--- config.mk ---
export PLATFORM = sky130hd
export DESIGN_NAME = matrix_vector_multiply
export DESIGN_NICKNAME = d
export VERILOG_FILES = /design/src/rtl/mvm_pkg.sv /design/src/rtl/mvm_ram.sv /design/src/rtl/mvm_ctrl.sv /design/src/rtl/mvm_dp.sv /design/src/rtl/matrix_vector_multiply.sv
export SDC_FILE = /design/constraint.sdc
export NUM_CORES = 2
export LEC_CHECK = 0
export BUFFER_PORTS_ARGS = -buffer_cell sky130_fd_sc_hd__buf_2
export CAP_MARGIN = 30
export CORE_ASPECT_RATIO = 1.2
export CORE_MARGIN = 2
export CORE_UTILIZATION = 35
export CTS_CLUSTER_DIAMETER = 150
export CTS_CLUSTER_SIZE = 40
export DETAILED_ROUTE_END_ITERATION = 10
export MAX_ROUTING_LAYER = met4
export SLEW_MARGIN = 10
export SYNTH_ARGS = -nofsm -noshare
export SYNTH_HDL_FRONTEND = slang
export SYNTH_SLANG_ARGS = --single-unit
--- constraint.sdc ---
create_clock -name clock -period 6.3 [get_ports clock]
set_input_delay 0.63 -clock clock [delete_from_list [all_inputs] [get_ports clock]]
set_output_delay 0.63 -clock clock [all_outputs]
set_load 0.1 [all_outputs]
--- src/rtl/mvm_pkg.sv ---
// Package with the field widths, payload types, codes and the command and status types of the matrix-vector multiplier.
package mvm_pkg;

   // Field widths fixed by the interface.
   localparam int unsigned DATA_W = 32;
   localparam int unsigned COL_W  = 16;

   // Item function codes.
   localparam logic FUNC_LOAD   = 1'b0;
   localparam logic FUNC_MATRIX = 1'b1;

   // Result status codes.
   localparam logic STATUS_OK       = 1'b0;
   localparam logic STATUS_MISMATCH = 1'b1;

   // Saturation point of the column counter.
   localparam logic [COL_W-1:0] COL_MAX = {COL_W{1'b1}};

   typedef struct packed {
      logic                     func;
      logic signed [DATA_W-1:0] value;
      logic                     end_mark;
   } req_type;

   typedef struct packed {
      logic signed [DATA_W-1:0] row_sum;
      logic [COL_W-1:0]         row_number;
      logic                     status;
   } rsp_type;

   // Commands from the controller to the datapath.
   typedef struct packed {
      logic load_vec;
      logic start_row;
      logic multiply;
      logic accumulate;
      logic emit;
   } cmd_type;

   // Status from the datapath to the controller.
   typedef struct packed {
      logic end_mark;
      logic out_free;
   } sts_type;

endpackage

--- src/rtl/mvm_ram.sv ---
// Generic single-write, single-read RAM with registered read data.
module mvm_ram #(
   parameter int unsigned WIDTH = 32,
   parameter int unsigned DEPTH = 64,
   parameter int unsigned ADDR_W = (DEPTH > 1) ? $clog2(DEPTH) : 1
) (
   input  logic              clock,
   input  logic              wr_en,
   input  logic [ADDR_W-1:0] wr_addr,
   input  logic [WIDTH-1:0]  wr_data,
   input  logic [ADDR_W-1:0] rd_addr,
   output logic [WIDTH-1:0]  rd_data
);

   logic [WIDTH-1:0] mem [DEPTH];

   // Write port and registered read port.
   always_ff @(posedge clock) begin
      if (wr_en) begin
         mem[wr_addr] <= wr_data;
      end
      rd_data <= mem[rd_addr];
   end

endmodule

--- src/rtl/mvm_ctrl.sv ---
// Controller state machine that sequences each item through the datapath.
module mvm_ctrl
   import mvm_pkg::*;
(
   input  logic    clock,
   input  logic    reset,
   input  logic    req_valid,
   input  logic    req_func,
   output logic    req_ready,
   input  sts_type sts,
   output cmd_type cmd
);

   typedef enum logic [3:0] {
      ST_IDLE = 4'b0001,
      ST_READ = 4'b0010,
      ST_ACC  = 4'b0100,
      ST_EMIT = 4'b1000
   } state_type;

   state_type state_ff;
   state_type state_in;
   logic      accept;

   assign req_ready = (state_ff == ST_IDLE);
   assign accept    = req_valid && req_ready;

   // Next state and commands.
   always_comb begin
      state_in       = state_ff;
      cmd            = '0;
      case (state_ff)
         ST_IDLE: begin
            if (accept) begin
               if (req_func == FUNC_MATRIX) begin
                  cmd.start_row = 1'b1;
                  state_in      = ST_READ;
               end else begin
                  cmd.load_vec = 1'b1;
               end
            end
         end
         ST_READ: begin
            cmd.multiply = 1'b1;
            state_in     = ST_ACC;
         end
         ST_ACC: begin
            cmd.accumulate = 1'b1;
            state_in       = sts.end_mark ? ST_EMIT : ST_IDLE;
         end
         ST_EMIT: begin
            if (sts.out_free) begin
               cmd.emit = 1'b1;
               state_in = ST_IDLE;
            end
         end
         default: begin
            state_in = ST_IDLE;
         end
      endcase
   end

   // State register.
   always_ff @(posedge clock) begin
      if (reset) begin
         state_ff <= ST_IDLE;
      end else begin
         state_ff <= state_in;
      end
   end

endmodule

--- src/rtl/mvm_dp.sv ---
// Datapath: vector store, multiplier, row accumulator, counters and result register.
module mvm_dp
   import mvm_pkg::*;
#(
   parameter int unsigned MAX_LEN = 64
) (
   input  logic    clock,
   input  logic    reset,
   input  req_type req_data,
   input  cmd_type cmd,
   output sts_type sts,
   output logic    rsp_valid,
   input  logic    rsp_ready,
   output rsp_type rsp_data
);

   localparam int unsigned ADDR_W = (MAX_LEN > 1) ? $clog2(MAX_LEN) : 1;
   localparam int unsigned LEN_W  = $clog2(MAX_LEN + 1);

   // Control and counter registers.
   logic [LEN_W-1:0]  load_index_ff, load_index_in;
   logic [LEN_W-1:0]  vec_len_ff, vec_len_in;
   logic [COL_W-1:0]  col_ff, col_in;
   logic [DATA_W-1:0] acc_ff, acc_in;
   logic [COL_W-1:0]  row_ff, row_in;
   logic              end_ff, end_in;
   logic              rsp_valid_ff, rsp_valid_in;

   // Payload registers.
   logic [DATA_W-1:0] value_ff;
   logic [DATA_W-1:0] prod_ff;
   rsp_type           rsp_ff;

   logic              wr_en;
   logic [LEN_W-1:0]  load_next;
   logic [DATA_W-1:0] rd_data;
   logic [COL_W-1:0]  vec_len_ext;
   logic              in_range;
   logic              mismatch;

   assign vec_len_ext = COL_W'(vec_len_ff);
   assign in_range    = (col_ff < vec_len_ext);
   assign mismatch    = (col_ff != vec_len_ext);

   // Elements past the store depth are dropped.
   assign wr_en     = cmd.load_vec && (load_index_ff < LEN_W'(MAX_LEN));
   assign load_next = wr_en ? (load_index_ff + LEN_W'(1)) : load_index_ff;

   mvm_ram #(
      .WIDTH (DATA_W),
      .DEPTH (MAX_LEN)
   ) u_store (
      .clock   (clock),
      .wr_en   (wr_en),
      .wr_addr (load_index_ff[ADDR_W-1:0]),
      .wr_data (req_data.value),
      .rd_addr (col_ff[ADDR_W-1:0]),
      .rd_data (rd_data)
   );

   // Next values of the control and counter registers.
   always_comb begin
      load_index_in = load_index_ff;
      vec_len_in    = vec_len_ff;
      col_in        = col_ff;
      acc_in        = acc_ff;
      row_in        = row_ff;
      end_in        = end_ff;
      rsp_valid_in  = rsp_valid_ff;

      // A finished result leaves on its transfer.
      if (rsp_ready) begin
         rsp_valid_in = 1'b0;
      end

      if (cmd.load_vec) begin
         load_index_in = load_next;
         // The last vector element fixes the length and restarts the matrix.
         if (req_data.end_mark) begin
            vec_len_in    = load_next;
            load_index_in = '0;
            col_in        = '0;
            acc_in        = '0;
            row_in        = '0;
         end
      end

      if (cmd.start_row) begin
         end_in = req_data.end_mark;
      end

      // Columns beyond the vector add nothing; the column count saturates.
      if (cmd.accumulate) begin
         if (in_range) begin
            acc_in = acc_ff + prod_ff;
         end
         if (col_ff != COL_MAX) begin
            col_in = col_ff + COL_W'(1);
         end
      end

      if (cmd.emit) begin
         rsp_valid_in = 1'b1;
         row_in       = row_ff + COL_W'(1);
         col_in       = '0;
         acc_in       = '0;
      end
   end

   always_ff @(posedge clock) begin
      if (reset) begin
         load_index_ff <= '0;
         vec_len_ff    <= '0;
         col_ff        <= '0;
         acc_ff        <= '0;
         row_ff        <= '0;
         end_ff        <= 1'b0;
         rsp_valid_ff  <= 1'b0;
      end else begin
         load_index_ff <= load_index_in;
         vec_len_ff    <= vec_len_in;
         col_ff        <= col_in;
         acc_ff        <= acc_in;
         row_ff        <= row_in;
         end_ff        <= end_in;
         rsp_valid_ff  <= rsp_valid_in;
      end
   end

   // Element capture, product register and result register.
   always_ff @(posedge clock) begin
      if (cmd.start_row) begin
         value_ff <= req_data.value;
      end
      if (cmd.multiply) begin
         prod_ff <= value_ff * rd_data;
      end
      if (cmd.emit) begin
         rsp_ff.row_sum    <= mismatch ? '0 : acc_ff;
         rsp_ff.row_number <= row_ff;
         rsp_ff.status     <= mismatch ? STATUS_MISMATCH : STATUS_OK;
      end
   end

   assign sts.end_mark = end_ff;
   assign sts.out_free = !rsp_valid_ff || rsp_ready;
   assign rsp_valid    = rsp_valid_ff;
   assign rsp_data     = rsp_ff;

endmodule

--- src/rtl/matrix_vector_multiply.sv ---
// Top level of the integer matrix-vector multiplier.
//
//   Channel   Ports                         Direction   Carries
//   request   req_valid/req_ready/req_data  in          vector or matrix element
//   response  rsp_valid/rsp_ready/rsp_data  out         row sum, row number, status
//
// A vector element is written to the store as it transfers.
// A matrix element passes through a store read, a registered multiply and
// an accumulate, and at a row end also through a load of the result register.
// A row end waits while the result register still holds an untaken result.
// Reset is synchronous and clears all counters; the store keeps no reset value.
module matrix_vector_multiply
   import mvm_pkg::*;
#(
   parameter int unsigned MAX_LEN = 64
) (
   input  logic    clock,
   input  logic    reset,
   input  logic    req_valid,
   output logic    req_ready,
   input  req_type req_data,
   output logic    rsp_valid,
   input  logic    rsp_ready,
   output rsp_type rsp_data
);

   cmd_type cmd;
   sts_type sts;

   // Sequencer.
   mvm_ctrl u_ctrl (
      .clock     (clock),
      .reset     (reset),
      .req_valid (req_valid),
      .req_func  (req_data.func),
      .req_ready (req_ready),
      .sts       (sts),
      .cmd       (cmd)
   );

   // Storage and arithmetic.
   mvm_dp #(
      .MAX_LEN (MAX_LEN)
   ) u_dp (
      .clock     (clock),
      .reset     (reset),
      .req_data  (req_data),
      .cmd       (cmd),
      .sts       (sts),
      .rsp_valid (rsp_valid),
      .rsp_ready (rsp_ready),
      .rsp_data  (rsp_data)
   );

endmodule

Yosys cells after proc, flatten, opt, wreduce, memory -nomap -nowiden
Memory sizes are Yosys's and may differ from the RTL's. A register that Yosys moved wholly into a read port is not among the register bits.
Index checks and enable logic that the tools add are counted.
{"block": "totals", "input_bits": 38, "wordCells": 72, "ram_bits": 2048, "mem_count": 1, "ff_bits": 197, "out_inout_bits": 51}
{"block": "classes", "n_reduce_logical": 11, "n_mul": 1, "addsub": 4, "n_eq_ne": 9, "n_mux": 31, "order_cmp": 2}
{"name": "u_dp.u_store.mem", "depth": 64, "width": 32, "read_ports": 1, "rd_ports_with_merged_regs": 1, "write_ports": 1, "line": "mvm_ram.sv:15", "source": "logic [WIDTH-1:0] mem [DEPTH];"}
{"op": "32-bit two-way mux", "n": 4}
{"op": "16-bit two-way mux", "n": 7}
{"op": "16-bit by 1-bit adder with 16-bit output (second input constant)", "n": 2}
{"op": "32-bit adder", "n": 1}
{"op": "32-bit by 32-bit multiplier with 32-bit output", "n": 1}
{"op": "16-bit by 7-bit < comparator with 1-bit output", "n": 1}
{"op": "4-bit two-way mux", "n": 4}
{"op": "16-bit inequality test (second input constant)", "n": 1}
{"op": "16-bit by 7-bit inequality test with 1-bit output", "n": 1}
{"op": "4-bit one-hot mux with 4 select lines", "n": 1}
{"op": "7-bit two-way mux", "n": 2}
{"op": "1-bit two-way mux", "n": 11}
{"op": "7-bit by 1-bit adder with 7-bit output (second input constant)", "n": 1}
{"op": "7-bit < comparator (second input constant)", "n": 1}
{"op": "2-bit inequality test (second input constant)", "n": 3}
{"op": "2-bit nonzero test", "n": 3}
{"op": "4-bit by 1-bit equality test with 1-bit output (second input constant)", "n": 1}
{"op": "4-bit by 2-bit equality test with 1-bit output (second input constant)", "n": 1}
{"op": "4-bit by 3-bit equality test with 1-bit output (second input constant)", "n": 1}
{"op": "4-bit equality test (second input constant)", "n": 1}
{"op": "2-bit two-way mux", "n": 2}
{"op": "2-bit AND reduction", "n": 2}
{"op": "3-bit AND reduction", "n": 1}
{"op": "1-bit logical AND", "n": 2}
{"op": "other kinds (3)", "n": 3}

Longest topological paths before layout
{"block": "logic_depth", "depth_word": 7, "ltp_mapped": 28}

Hierarchy
From an unflattened synthesis, not the netlist that was laid out.
{"block": "hier_totals", "hier_cells": 5890, "area_unflattened_um2": 103160.2}
{"module": "mvm_ram", "instances": 1, "area_per_inst_um2": 78515.3, "cells_per_inst": 3324}
{"module": "mvm_dp", "instances": 1, "area_per_inst_um2": 24440.9, "cells_per_inst": 2542}
{"module": "mvm_ctrl", "instances": 1, "area_per_inst_um2": 203.9, "cells_per_inst": 24}

Least setup slack after synthesis
No wires, ideal clock.
{"block": "synth_path", "kind": "reg2reg", "start": "reg u_dp.value_ff[16]", "end": "reg u_dp.prod_ff[31] (data pin)", "n_path_buf": 1, "arrival_time_ns": 6.722, "period_less_slack_ns": 6.982, "setup_ns": 0.260, "path_slack_ns": -0.682, "path_stages_with_launch": 26, "required_ns": 6.040, "path_cell_list": "edfxtp_1 -> clkbuf_1 -> and2_1 -> fa_1 -> inv_1 -> fa_1 -> fa_1 -> fa_1 -> inv_1 -> fa_1 -> inv_1 -> fa_1 -> inv_1 -> fa_1 -> inv_1 -> fa_1 -> inv_1 -> ha_1 -> a211oi_1 -> nand2_1 -> o41ai_2 -> o21ai_1 -> a41o_1 -> o41ai_2 -> o21ai_1 -> xnor2_1"}
{"block": "synth_between", "elab_chain_len": 1}
{"item": "start: declaration", "line": "mvm_dp.sv:30", "source": "logic [DATA_W-1:0] value_ff;"}
{"item": "start signal: assignment", "line": "mvm_dp.sv:133", "source": "value_ff <= req_data.value;"}
{"item": "32-bit by 32-bit multiplier with 32-bit output", "line": "mvm_dp.sv:136", "source": "prod_ff <= value_ff * rd_data;"}
{"item": "end signal: assignment", "line": "mvm_dp.sv:136"}
{"item": "end: declaration", "line": "mvm_dp.sv:31", "source": "logic [DATA_W-1:0] prod_ff;"}
No other way between the ends.
A chain may end at the register's enable or synchronous reset.

Worst setup path in the final report
{"block": "layout_path", "start": "reg u_dp.value_ff[7]", "end": "reg u_dp.prod_ff[31] (data pin)"}
Same word-level chain as after synthesis.

==> impl_metrics.csv <==
group,metric,value,unit
outcome,outcome,"finished with violations",
outcome,failed_checks,"setup timing",
pwr,p_total,53.0,mW
timing,fin_ws,-0.562,ns
floorplan,start_util,35.2,%
critical_path,reg2reg_to,"u_dp.prod_ff[31]",
final_layout,fin_util,39.0,%
min_path,min_path_type,"input pin to flop",
logic_synthesis,ys_top_cells_by_count,"edfxtp_1, mux4_2, inv_1",
pwr,p_int,34.8,mW
clock_tree,clock-root-buffer,"clkbuf_16",
floorplan,dieArea,298000,sq um
global_route,grt_pass1_vias,53200,
logic_synthesis,syn_area_per_cell,18.6,sq um
critical_path,worst_setup_path_start_kind,"flop",
critical_path,crit_start,"u_dp.value_ff[7]",
critical_path,path_class,"flop to flop",
drt,wl_per_cell,26.0,um
logic_synthesis,synth_edf_count,2161,
pwr,clkPwrFrac,12.1,%
logic_synthesis,syn_nets,6142,
critical_path,arrival,7.38,ns
pwr,cellPowerDensity,466,nW/um^2
logic_synthesis,synth.largest_area_cell,"edfxtp_1",
placement,port_buffers,88,
floorplan,coreArea,292000,sq um
timing,tightest_slew,1.05,ns
flow_run,maxCapViolations,0,
global_route,antenna_found_initial,24,
critical_path,path_max_fanout,8,
final_layout,syn_to_final_growth,10.9,%
drt,final_antenna_net_count,0,
logic_synthesis,ys_types,66,
logic_synthesis,synthCells,5531,
clock_tree,cts_tree,"yes",
placement,place_congestion,0.897,
clock_tree,cts.clk_slew.worst_paths,0.15,ns
timing,hold_viol,0,
logic_synthesis,yosysMostFrequentCell,"edfxtp_1",
final_layout,nets,6420,
final_layout,fill_cells,26300,
global_route,grt_max_degree,89,
pwr,leakagePower,36.9,nW
placement,post-place-ws,-0.806,ns
timing,finalCritPeriodShare,109,%
min_path,hold_end,"u_dp.end_ff",
logic_synthesis,async_flop_share,0,%
logic_synthesis,synth_top_area_share,63.2,%
timing,skew,0.0413,ns
logic_synthesis,yosysWarnings,0,
drt,vias_per_cell,5.20,
floorplan,die_h,597,um
placement,dpl.hpwl,167,mm
pwr,seq_power_share,33.3,%
timing,setup_viol,13,
global_route,gr-total-overflow,0,
pwr,switching_power,18.2,mW
logic_synthesis,synth_area,103000,sq um
timing,post-route-min-period,6.86,ns
pwr,switching_share,34.3,%
critical_path,r2r_start,"u_dp.value_ff[7]",
logic_synthesis,yosys-top-cells-area,"edfxtp_1, mux4_2, fa_1, dfxtp_1, and2_1",
clock_tree,clock_sinks,2277,
critical_path,cp-end-kind,"flop",
critical_path,cp_data_required_time,6.81,ns
pwr,ir_drop,1.62,mV
floorplan,die_w,498,um
timing,rsz0062_at_grt,"true",
logic_synthesis,seq_area_frac_synth,65.5,%
pwr,comb_power_share,54.5,%
clock_tree,htreeDepth,3,
clock_tree,clock_latency,0.77,ns
min_path,hold-path-cell-count,3,
logic_synthesis,ys_ff_latch,2277,
floorplan,fp-row-count,217,
clock_tree,clock_path_buffers,3,
final_layout,drive_above_1_share,24.9,%
critical_path,rrSetupSlack,-0.56,ns
drt,drc,0,
global_route,grt_usage,17.3,%
critical_path,reg2regPathDepth,24,
timing,max_slew_margin,29.6,%
timing,setup-tns-final,-3.54,ns
floorplan,pin_count,89,
timing,maxSlewViolCount,0,
logic_synthesis,dominantRegCellSynth,"edfxtp_1",
drt,routed_wl,251,mm
drt,dr.pass1.iters,5,
timing,timing.fmax,146,MHz
clock_tree,cts_made_buffers,67,
drt,first_iter_violations,4706,
min_path,hp-start,"req_data[0]",
drt,vias,50400,
global_route,grt_pass1_wl,370,mm
final_layout,finalNonFillerCells,9685,
placement,placed_cells,9530,
## layout by cell type, fill, tap and decap left out, types with 11 or more instances in the layout
| master | synthesis | routed |
|---|---|---|
| xnor2_1 | 89 | 86 |
| and2_1 | 339 | 321 |
| inv_1 | 416 | 393 |
| buf_4 | 0 | 304 |
| o21ai_0 | 38 | 33 |
| or3_1 | 11 | 11 |
| nand2_1 | 308 | 302 |
| buf_2 | 9 | 88 |
| buf_6 | 0 | 22 |
| nor2_1 | 142 | 77 |
| clkbuf_16 | 0 | 69 |
| a21oi_2 | 0 | 12 |
| dfxtp_1 | 116 | 105 |
| nand3_1 | 45 | 44 |
| edfxtp_1 | 2161 | 2161 |
| o21a_1 | 14 | 14 |
| and2_4 | 0 | 18 |
| fa_1 | 409 | 380 |
| inv_2 | 0 | 24 |
| nor3_1 | 23 | 22 |
| a21o_1 | 35 | 35 |
| a21oi_1 | 90 | 77 |
| nor2_4 | 0 | 64 |
| fa_2 | 0 | 29 |
| buf_12 | 0 | 55 |
| diode_2 | 0 | 12 |
| o21ai_1 | 14 | 15 |
| clkbuf_1 | 206 | 24 |
| xor2_1 | 35 | 35 |
| ha_1 | 164 | 142 |
| mux4_2 | 672 | 672 |
| ha_4 | 0 | 21 |
## worst max-delay path: stages (launching register included)
cell and delay [ns]:
edfxtp_1 0.47, buf_12 0.17, buf_4 0.13, buf_4 0.19, and2_1 0.18, fa_1 0.53
inv_1 0.05, fa_1 0.49, inv_1 0.05, fa_1 0.51, fa_1 0.52, inv_1 0.06
fa_1 0.46, fa_1 0.53, fa_1 0.44, fa_2 0.38, xnor2_2 0.19, xnor2_1 0.16
xnor2_1 0.16, xnor2_1 0.15, xnor2_1 0.15, xnor2_1 0.12, xnor2_2 0.28, buf_4 0.19
xnor2_1 0.06
## power by group through the flow
stage | clock network [mW] | logic, mW | registers (mW)
final | 6.42 | 28.9 | 17.7
after global routing | 7.02 | 31.9 | 17.7
after CTS | 6.62 | 28.1 | 17.7
after floorplan | 0 | 15.6 | 18.0
after detailed placement | 0 | 25.9 | 18.0
after global placement | 0 | 25.4 | 18.0
## sequential cells by signal, summed over array words and instances (netlist names), 7 cells and up
| name | cells |
|---|---|
| u_dp.row_ff | 16 |
| u_dp.vec_len_ff | 7 |
| u_dp.u_store.rd_data | 32 |
| u_dp.value_ff | 32 |
| u_dp.prod_ff | 32 |
| u_dp.load_index_ff | 7 |
| u_dp.acc_ff | 32 |
| u_dp.col_ff | 16 |
| u_dp.rsp_data | 49 |
| u_dp.u_store.mem | 2048 |
## kinds of logic (layout without fill, tap and decap cells)
family / after synthesis / count (layout) / share of synthesized area [%]
AO/OA/AOI/OAI: 255 / 255 / 1.59
other: 0 / 12 / 0
adder cells (fa/ha/maj): 573 / 573 / 9.97
buffers and inverters: 687 / 997 / 2.52
multiplexers: 673 / 673 / 14.8
flip-flops: 2277 / 2277 / 65.5
XOR/XNOR: 124 / 124 / 1.06
AND/OR/NAND/NOR: 942 / 942 / 4.63
## worst max path at each step
stage / to / slack, ns / cells past startpoint
after detailed placement: u_dp.prod_ff[31] / -0.81 / 22
after global placement: u_dp.prod_ff[31] / -0.82 / 22
after global routing: u_dp.prod_ff[31] / -0.74 / 24
after floorplan: u_dp.prod_ff[31] / -0.45 / 25
final: u_dp.prod_ff[31] / -0.56 / 24
after CTS: u_dp.prod_ff[31] / -0.50 / 23
## timing repair
| item | CTS | global route |
|---|---|---|
| resized for setup | 76 | 79 |
| hold buffers | 0 | 0 |
| pin swaps | 45 | 65 |
| buffers inserted | 16 | 16 |
| endpoints found under the setup margin | 17 | 18 |
| cloned | 0 | 1 |
## area by class of cell
cell class | count | area [sq um] | area share, %
Sequential cell | 2277 | 67200 | 59.1
Multi-Input combinational cell | 2567 | 33900 | 29.8
Tap cell | 3832 | 4790 | 4.21
Timing Repair Buffer | 479 | 4320 | 3.79
Clock buffer | 92 | 1790 | 1.57
Inverter | 417 | 1570 | 1.37
Clock inverter | 9 | 160 | 0.141
Antenna cell | 12 | 30.0 | 0.0264
## routing by layer
layer | share of wire [%] | global-route usage [%] | wire [um]
met3 | 3.7 | 1.43 | 9330
met1 | 40 | 21.3 | 101000
met5 | 0 | - | 0
met4 | 2.1 | 3.57 | 5400
met2 | 54 | 31.3 | 136000
## stage by stage
step	hold WS [ns]	instance area, sq um
5_1_grt	0.210	114000
3_5_place_dp	0.455	111000
3_3_place_gp	0.442	110000
2_1_floorplan	0.430	103000
6_report	0.224	114000
4_1_cts	0.155	113000
Power figures use the tool's default switching activity.
